## src/hdl/utf_dec_pkg.sv

```systemverilog
`timescale 1ns / 1ps
// Shared types and constants of the UTF-8 to UTF-16 lenient decoder.
package utf_dec_pkg;

   // Request payload: one UTF-8 byte and the end-of-string flag.
   typedef struct packed {
      logic [7:0] in_byte;
      logic       is_final;
   } req_type;

   // Result payload: one UTF-16 code unit with its framing flags.
   typedef struct packed {
      logic [15:0] code_unit;
      logic        run_last;
      logic        string_done;
   } rsp_type;

   // Byte class, worked out once when the byte enters the block.
   typedef struct packed {
      logic       ascii;
      logic       bad_lead;
      logic [1:0] need;
      logic       cont;
   } byte_class_type;

   typedef struct packed {
      logic [7:0]     value;
      byte_class_type cls;
   } held_byte_type;

   typedef struct packed {
      held_byte_type hb;
      logic          is_final;
   } queue_entry_type;

   // Head of the request queue as seen by the decode side.
   typedef struct packed {
      logic            valid;
      queue_entry_type entry;
   } queue_head_type;

   localparam int QUEUE_DEPTH = 2;
   localparam int QPTR_W      = (QUEUE_DEPTH > 1) ? $clog2(QUEUE_DEPTH) : 1;
   localparam int QCNT_W      = $clog2(QUEUE_DEPTH + 1);
   localparam int HOLD_DEPTH  = 4;

   localparam logic [2:0]  MAX_RESULTS    = 3'd4;
   localparam logic [15:0] REPL_UNIT      = 16'hFFFD;
   localparam logic [15:0] HIGH_SURR_BASE = 16'hD800;
   localparam logic [15:0] LOW_SURR_BASE  = 16'hDC00;
   localparam logic [10:0] MIN_TWO_BYTE   = 11'h080;
   localparam logic [15:0] MIN_THREE_BYTE = 16'h0800;
   localparam logic [15:0] SURR_FIRST     = 16'hD800;
   localparam logic [15:0] SURR_LAST      = 16'hDFFF;
   localparam logic [20:0] MIN_FOUR_BYTE  = 21'h010000;
   localparam logic [20:0] MAX_CODE_POINT = 21'h10FFFF;

endpackage

```

## src/hdl/utf_dec_front.sv

```systemverilog
`timescale 1ns / 1ps
// Front end: classifies incoming bytes and queues them for the decode side.
module utf_dec_front (
   input  logic                        clock,
   input  logic                        reset,
   input  logic                        req_valid,
   output logic                        req_ready,
   input  utf_dec_pkg::req_type        req_data,
   output utf_dec_pkg::queue_head_type head,
   input  logic                        pop
);

   utf_dec_pkg::queue_entry_type      q_ff [utf_dec_pkg::QUEUE_DEPTH];
   logic [utf_dec_pkg::QPTR_W-1:0]    wr_ptr_ff, wr_ptr_in;
   logic [utf_dec_pkg::QPTR_W-1:0]    rd_ptr_ff, rd_ptr_in;
   logic [utf_dec_pkg::QCNT_W-1:0]    count_ff, count_in;
   utf_dec_pkg::queue_entry_type      new_entry;
   logic                              push;
   logic                              do_pop;

   localparam logic [utf_dec_pkg::QPTR_W-1:0] LAST_PTR =
      utf_dec_pkg::QPTR_W'(utf_dec_pkg::QUEUE_DEPTH - 1);
   localparam logic [utf_dec_pkg::QCNT_W-1:0] FULL_COUNT =
      utf_dec_pkg::QCNT_W'(utf_dec_pkg::QUEUE_DEPTH);

   function automatic utf_dec_pkg::byte_class_type classify(input logic [7:0] b);
      utf_dec_pkg::byte_class_type c;
      logic lead2, lead3, lead4;
      lead2      = (b[7:5] == 3'b110);
      lead3      = (b[7:4] == 4'b1110);
      lead4      = (b[7:3] == 5'b11110);
      c.ascii    = ~b[7];
      c.cont     = (b[7:6] == 2'b10);
      c.bad_lead = b[7] & ~lead2 & ~lead3 & ~lead4;
      c.need     = lead2 ? 2'd1 : lead3 ? 2'd2 : lead4 ? 2'd3 : 2'd0;
      return c;
   endfunction

   assign req_ready = (count_ff != FULL_COUNT);
   assign push      = req_valid && req_ready;
   assign do_pop    = pop && (count_ff != '0);

   always_comb begin
      new_entry.hb.value = req_data.in_byte;
      new_entry.hb.cls   = classify(req_data.in_byte);
      new_entry.is_final = req_data.is_final;
      head.valid         = (count_ff != '0);
      head.entry         = q_ff[rd_ptr_ff];
      wr_ptr_in          = wr_ptr_ff;
      rd_ptr_in          = rd_ptr_ff;
      count_in           = count_ff;
      if (push) begin
         wr_ptr_in = (wr_ptr_ff == LAST_PTR) ? '0 : wr_ptr_ff + 1'b1;
      end
      if (do_pop) begin
         rd_ptr_in = (rd_ptr_ff == LAST_PTR) ? '0 : rd_ptr_ff + 1'b1;
      end
      if (push && !do_pop) begin
         count_in = count_ff + 1'b1;
      end else if (!push && do_pop) begin
         count_in = count_ff - 1'b1;
      end
   end

   always_ff @(posedge clock) begin
      if (reset) begin
         wr_ptr_ff <= '0;
         rd_ptr_ff <= '0;
         count_ff  <= '0;
      end else begin
         wr_ptr_ff <= wr_ptr_in;
         rd_ptr_ff <= rd_ptr_in;
         count_ff  <= count_in;
      end
   end

   always_ff @(posedge clock) begin
      if (push) begin
         q_ff[wr_ptr_ff] <= new_entry;
      end
   end

endmodule

```

## src/hdl/utf_dec_back.sv

```systemverilog
`timescale 1ns / 1ps
// Back: holds pending bytes, one sequence per unstalled cycle, drives results.
module utf_dec_back (
   input  logic                        clock,
   input  logic                        reset,
   input  utf_dec_pkg::queue_head_type head,
   output logic                        pop,
   output logic                        rsp_valid,
   input  logic                        rsp_ready,
   output utf_dec_pkg::rsp_type        rsp_data
);

   utf_dec_pkg::held_byte_type hold_ff [utf_dec_pkg::HOLD_DEPTH];
   logic [2:0]                 cnt_ff;
   logic                       fin_ff;
   logic [2:0]                 n_ff;
   logic                       pair_ff;
   logic [15:0]                low_ff;
   logic                       active_ff;
   logic                       rsp_valid_ff, rsp_valid_in;
   utf_dec_pkg::rsp_type       rsp_data_ff, rsp_data_in;

   utf_dec_pkg::held_byte_type work [utf_dec_pkg::HOLD_DEPTH];
   utf_dec_pkg::held_byte_type hold_in [utf_dec_pkg::HOLD_DEPTH];
   logic [2:0]                 work_cnt, cnt_in;
   logic                       work_fin;
   logic [2:0]                 work_n, n_in;
   logic                       work_pair, pair_in;
   logic [15:0]                low_in;
   logic                       more;
   logic                       act, emit, last;
   logic [15:0]                unit;
   logic [2:0]                 consume;
   logic                       clear_all;
   logic                       conts_ok;
   logic [10:0]                cp2;
   logic [15:0]                cp3;
   logic [20:0]                cp4;
   logic [19:0]                offset;
   logic [2:0]                 idx;
   logic                       out_free, step;

   function automatic logic can_decide(input utf_dec_pkg::byte_class_type c,
                                       input logic [2:0] count);
      return (count != 3'd0) && (c.ascii || c.bad_lead || (count > {1'b0, c.need}));
   endfunction

   assign out_free = !rsp_valid_ff || rsp_ready;
   assign step     = (active_ff || head.valid) && out_free;
   assign pop      = step && !active_ff;

   always_comb begin
      // Work view: the held bytes, plus the queue head when a new byte starts.
      work      = hold_ff;
      work_cnt  = cnt_ff;
      work_fin  = fin_ff;
      work_n    = n_ff;
      work_pair = pair_ff;
      if (!active_ff) begin
         work[cnt_ff[1:0]] = head.entry.hb;
         work_cnt  = cnt_ff + 3'd1;
         work_fin  = head.entry.is_final;
         work_n    = 3'd0;
         work_pair = 1'b0;
      end

      conts_ok = work[1].cls.cont
               && ((work[0].cls.need < 2'd2) || work[2].cls.cont)
               && ((work[0].cls.need < 2'd3) || work[3].cls.cont);
      cp2    = {work[0].value[4:0], work[1].value[5:0]};
      cp3    = {work[0].value[3:0], work[1].value[5:0], work[2].value[5:0]};
      cp4    = {work[0].value[2:0], work[1].value[5:0], work[2].value[5:0],
                work[3].value[5:0]};
      offset = 20'(cp4 - utf_dec_pkg::MIN_FOUR_BYTE);

      act       = 1'b0;
      unit      = utf_dec_pkg::REPL_UNIT;
      consume   = 3'd0;
      clear_all = 1'b0;
      pair_in   = 1'b0;
      low_in    = low_ff;

      if (work_pair) begin
         act  = 1'b1;
         unit = low_ff;
      end else if (can_decide(work[0].cls, work_cnt)) begin
         act     = 1'b1;
         consume = 3'd1;
         if (work[0].cls.ascii) begin
            unit = {8'd0, work[0].value};
         end else if (work[0].cls.bad_lead || !conts_ok) begin
            unit = utf_dec_pkg::REPL_UNIT;
         end else begin
            case (work[0].cls.need)
               2'd1: begin
                  consume = 3'd2;
                  unit    = (cp2 < utf_dec_pkg::MIN_TWO_BYTE) ? utf_dec_pkg::REPL_UNIT
                                                              : {5'd0, cp2};
               end
               2'd2: begin
                  consume = 3'd3;
                  if (cp3 < utf_dec_pkg::MIN_THREE_BYTE ||
                      (cp3 >= utf_dec_pkg::SURR_FIRST && cp3 <= utf_dec_pkg::SURR_LAST)) begin
                     unit = utf_dec_pkg::REPL_UNIT;
                  end else begin
                     unit = cp3;
                  end
               end
               default: begin
                  consume = 3'd4;
                  if (cp4 < utf_dec_pkg::MIN_FOUR_BYTE ||
                      cp4 > utf_dec_pkg::MAX_CODE_POINT) begin
                     unit = utf_dec_pkg::REPL_UNIT;
                  end else begin
                     unit    = 16'(utf_dec_pkg::HIGH_SURR_BASE + {6'd0, offset[19:10]});
                     pair_in = 1'b1;
                     low_in  = 16'(utf_dec_pkg::LOW_SURR_BASE + {6'd0, offset[9:0]});
                  end
               end
            endcase
         end
      end else if (work_fin && work_cnt != 3'd0) begin
         // String ended inside a sequence: one replacement, drop the rest.
         act       = 1'b1;
         clear_all = 1'b1;
      end

      for (int j = 0; j < utf_dec_pkg::HOLD_DEPTH; j++) begin
         idx        = 3'(j) + consume;
         hold_in[j] = work[j];
         if (idx < 3'(utf_dec_pkg::HOLD_DEPTH)) begin
            hold_in[j] = work[idx[1:0]];
         end
      end
      cnt_in = clear_all ? 3'd0 : work_cnt - consume;

      more = pair_in || can_decide(hold_in[0].cls, cnt_in) || (work_fin && cnt_in != 3'd0);
      emit = act && (work_n < utf_dec_pkg::MAX_RESULTS);
      n_in = work_n + 3'(emit);
      last = emit && (!more || n_in == utf_dec_pkg::MAX_RESULTS);

      rsp_valid_in = rsp_valid_ff && !rsp_ready;
      rsp_data_in  = rsp_data_ff;
      if (step && emit) begin
         rsp_valid_in            = 1'b1;
         rsp_data_in.code_unit   = unit;
         rsp_data_in.run_last    = last;
         rsp_data_in.string_done = last && work_fin;
      end
   end

   always_ff @(posedge clock) begin
      if (reset) begin
         cnt_ff       <= 3'd0;
         n_ff         <= 3'd0;
         pair_ff      <= 1'b0;
         active_ff    <= 1'b0;
         rsp_valid_ff <= 1'b0;
      end else begin
         rsp_valid_ff <= rsp_valid_in;
         if (step) begin
            cnt_ff    <= cnt_in;
            n_ff      <= n_in;
            pair_ff   <= pair_in;
            active_ff <= more;
         end
      end
   end

   always_ff @(posedge clock) begin
      rsp_data_ff <= rsp_data_in;
      if (step) begin
         hold_ff <= hold_in;
         fin_ff  <= work_fin;
         low_ff  <= low_in;
      end
   end

   assign rsp_valid = rsp_valid_ff;
   assign rsp_data  = rsp_data_ff;

endmodule

```

## src/hdl/utf8_to_utf16_lenient_decoder_top.sv

```systemverilog
`timescale 1ns / 1ps
// Top level of the UTF-8 to UTF-16 lenient decoder.
//
// Usage: bytes of a UTF-8 string arrive on the req_ channel (valid/ready),
// one byte per request, with is_final set on the string's last byte. UTF-16
// code units leave on the rsp_ channel; run_last marks the last unit caused
// by a request and string_done the final unit of the string. Malformed input
// is replaced by U+FFFD, and a supplementary code point leaves as a surrogate
// pair on two consecutive responses.
// Throughput: the decode side takes at most one request and emits at most one
// response per cycle while the response register can take a unit; a request
// that yields several units (up to four) keeps it busy until they have left.
// The response register is the limit: it takes one unit per cycle.
// Path: an accepted request is written into the request queue; the decode
// side reads it at the queue head and registers the unit in rsp_data.
// Reset (synchronous, active high) empties the request queue, the held bytes
// and the response register. When the receiver holds rsp_ready low, the
// two-entry request queue keeps accepting until it is full, then req_ready
// drops; nothing is lost or reordered.
module utf8_to_utf16_lenient_decoder_top (
   input  logic                 clock,
   input  logic                 reset,
   input  logic                 req_valid,
   output logic                 req_ready,
   input  utf_dec_pkg::req_type req_data,
   output logic                 rsp_valid,
   input  logic                 rsp_ready,
   output utf_dec_pkg::rsp_type rsp_data
);

   // Queue head handed from the front end to the decode side.
   utf_dec_pkg::queue_head_type head;
   logic                        pop;

   // The front end classifies each byte on entry so that the decode side
   // only compares stored class bits when it picks a rule.
   utf_dec_front u_front (
      .clock     (clock),
      .reset     (reset),
      .req_valid (req_valid),
      .req_ready (req_ready),
      .req_data  (req_data),
      .head      (head),
      .pop       (pop)
   );

   // The decode side holds up to four bytes, resolves one rule per cycle while
   // the response register is free, and owns the response register.
   utf_dec_back u_back (
      .clock     (clock),
      .reset     (reset),
      .head      (head),
      .pop       (pop),
      .rsp_valid (rsp_valid),
      .rsp_ready (rsp_ready),
      .rsp_data  (rsp_data)
   );

endmodule
```

## config.mk

```make
export PLATFORM = sky130hd
export DESIGN_NAME = utf8_to_utf16_lenient_decoder_top
export DESIGN_NICKNAME = d
export VERILOG_FILES = /design/src/hdl/utf_dec_pkg.sv /design/src/hdl/utf_dec_front.sv /design/src/hdl/utf_dec_back.sv /design/src/hdl/utf8_to_utf16_lenient_decoder_top.sv
export SDC_FILE = /design/constraint.sdc
export NUM_CORES = 1
export LEC_CHECK = 0
export ABC_AREA = 1
export BUFFER_PORTS_ARGS = -buffer_cell sky130_fd_sc_hd__buf_4
export CAP_MARGIN = 20
export CORE_UTILIZATION = 44
export DETAILED_ROUTE_END_ITERATION = 8
export SLEW_MARGIN = 20
export SYNTH_ARGS = -nofsm -noshare
export SYNTH_HDL_FRONTEND = slang
export SYNTH_SLANG_ARGS = --single-unit
```

## constraint.sdc

```tcl
create_clock -name clock -period 4.04 [get_ports clock]
set_input_delay 0.404 -clock clock [delete_from_list [all_inputs] [get_ports clock]]
set_output_delay 0.404 -clock clock [all_outputs]
set_load 0.05 [all_outputs]
```

==> results.toml <==
[yosys]
async_flop_share_pct = 0
synth_most_common_cell = "nand2_1"
synth_commonest_cells = "273 x nand2_1, 109 x edfxtp_1, 89 x inv_1, 81 x o21ai_0, 75 x nand3_1"
postSynthAreaPerCell_um2 = 7.90
count_of_warnings_emitted_by_yosys = 0
syn_area_mm2 = 0.00781
synth_largest_area_cell = "edfxtp_1"
number_of_enable_flip_flop_cells_after_synthesis = 109
post-synth-top-area-fraction_pct = 41.9
postSynth.topFlopCell = "edfxtp_1"
post_synth_num_cell_types = 48
synth-seq-cells = 123
yosysSeqAreaShare_pct = 45.5
synth_cells = 988
synth.area.top_cells = "edfxtp_1 42%, nand2_1 13%, o21ai_0 5.2%"
synth_fp_nets = 1022

[clock_network]
worst_setup_hold_path_clk_slew_ns = 0.06
clock_root_buffer = "clkbuf_16"
insertion_delay_ns = 0.43
clock_path_buffers = 2
clock_tree.htree_level_count = 4
tritoncts.num_buffers = 17
cts_num_sinks = 123
cts_tree = "yes"

[floorplan]
start_util_pct = 45.1
die_width_um = 135
fp.dieH_um = 135
floorplan.io_pins = 33
design.die.area_mm2 = 0.0183
rows = 48
floorplan.core_area_mm2 = 0.0173

[worst_setup_path]
cp.depth = 31
r2r-start = "u_back.cnt_ff[1]"
worstSetupEndpointType = "flip-flop"
worstSetupStartpointType = "flip-flop"
cpMaxStageDelayCell = "fa_1"
critical-path-top-delay-family = "simple AND/OR/NAND/NOR gates"
worst_path_most_repeated_cell = "nand2_1"
r2r.worst_path.cells = 31
critPathArrivalTime_ns = 4.09
slowest_delay_ns = 0.55
critical_path_required_ns = 4.32
worst-setup-path-type = "flip-flop to flip-flop"
crit_path_start = "u_back.cnt_ff[1]"
crit_fanout = 4
cp.buffers_inverters = 5

[min_path]
min_path_type = "primary input to flip-flop"
worst_hold_startpoint = "reset"
hold_depth = 2

[drt]
via_per_inst = 5.46
drc = 0
total_number_of_vias = 6983
ant_nets = 0
drt_iter0_markers = 764
detailedRoute.firstPassIterationCount = 7
postRouteWirelength_um = 22900
wl_per_cell_um = 17.9

[place]
preCtsSetupSlack_ns = 0.0689
dpl.hpwl_um = 16600
place.port_buffers = 32
gpl.final_weighted_congestion = 0.941
post_dp_cell_area_mm2 = 0.00849

[finish]
finish.net_count = 1077
fill_cells = 1675
sequential_cell_area_mm2 = 0.00356
finalCoreUtilization_pct = 53.2
share_of_cells_above_drive_strength_1_pct = 18.2
postLayoutCellArea_mm2 = 0.00921
areaGrowthSynthToFinish_pct = 18.0
num_antenna_cells = 0
multi_input_gate_area_in_the_final_layout_mm2 = 0.00377

[sta]
finalClockSkew_ns = 0.0110
slew_headroom_pct = 42.5
max_freq_mhz = 263
final_critical_path_setup_slack_ns = 0.234
fin_crit_sh_pct = 94.2
period_minus_slack_ns = 3.81
max_slew.worst_pin.slew_ns = 0.841
drv_slew = 0
timing.final.setup_violations = 0
rsz_0062_raised_after_global_routing = "true"
hold_vio_cnt_final = 0

[job]
drv_cap = 0

[grt]
antenna_found_initial = 0
vias_in_the_first_global_route = 6611
grt_pass1_wl_um = 35800
pin_count_of_the_biggest_net_entering_global_routing = 57
grt_usage_pct = 26.2
grt_overflow = 0

[status]
run_status = "finished clean"
stage by stage:
step           hold slack, ns  instances  TNS (ns)
2_1_floorplan           0.447        988         0
3_3_place_gp            0.463       1245         0
3_5_place_dp            0.463       1245         0
5_1_grt                 0.128       1280    -0.249
4_1_cts                 0.130       1276         0
6_report                0.134       1280         0
cell type report:
cell class | count | area share, %
clock buffers | 17 | 4.62
clock inverters | 14 | 1.85
inverters | 105 | 4.36
multi-input cells | 716 | 40.9
flip-flops and latches | 123 | 38.7
well taps | 225 | 3.06
repair buffers | 80 | 6.56
path summary, 6_finish.rpt:
kind	end	slack, ns
min reg2reg	flip-flop	0.46
min	u_back.active_ff	0.13
max reg2reg	u_back.rsp_data[0]	0.23
max	u_back.rsp_data[0]	0.23
sequential cells by signal, indices dropped and copies added (netlist names), named ones only:
register,flops
u_back.hold_ff,52
u_front.q_ff,28
u_back.rsp_data,18
u_back.low_ff,10
u_back.cnt_ff,3
u_back.n_ff,3
u_front.count_ff,2
u_back.active_ff,1
u_back.fin_ff,1
u_back.pair_ff,1
u_back.rsp_valid,1
u_front.rd_ptr_ff,1
u_front.wr_ptr_ff,1
metal layers:
metal  vias up  global-route usage (%)  routed length (um)
met2       271                    41.1               10700
li1       3463                       -                   -
met4         0                    12.8                 697
met1      3201                    35.1               10200
met3        48                    4.26                1280
met5         -                   0.833                   0
cell families after synthesis:
kind of cell             count (synthesis)  share of synthesized area (%)
XOR/XNOR                                 7                          0.978
multiplexers                             2                          0.256
buffers and inverters                  149                           7.89
adder cells (fa/ha/maj)                 21                           3.46
AND/OR/NAND/NOR                        469                           26.3
AO/OA/AOI/OAI                          217                           15.6
flip-flops                             123                           45.5
what timing repair did:
action	CTS	global route
setup buffers	0	4
hold buffers	0	0
setup endpoints to repair	0	3
gates resized for setup	0	28
placed cells by master, fill, tap and decap left out, types with 6 or more instances in the layout:
cell type  Yosys  routed
nand2_1      273     270
edfxtp_1     109     109
inv_1         89      85
buf_4          9      79
o21ai_0       81      78
nand3_1       75      75
nor2_1        62      59
o21ai_1       56      57
a21oi_1       39      37
ha_1          20      17
clkbuf_16      0      17
inv_2         15      16
or2_2         12      11
o21ai_2        9      11
nand4_1       10      10
dfxtp_1       14      10
nand2_2        7       9
nor3_1         9       9
a211oi_1       7       7
o211ai_1       6       6
nor2_2         6       6
Power is left out: the tool's default activity adds up to more than one toggle a clock period on the data nets, which glitch-free logic cannot reach.
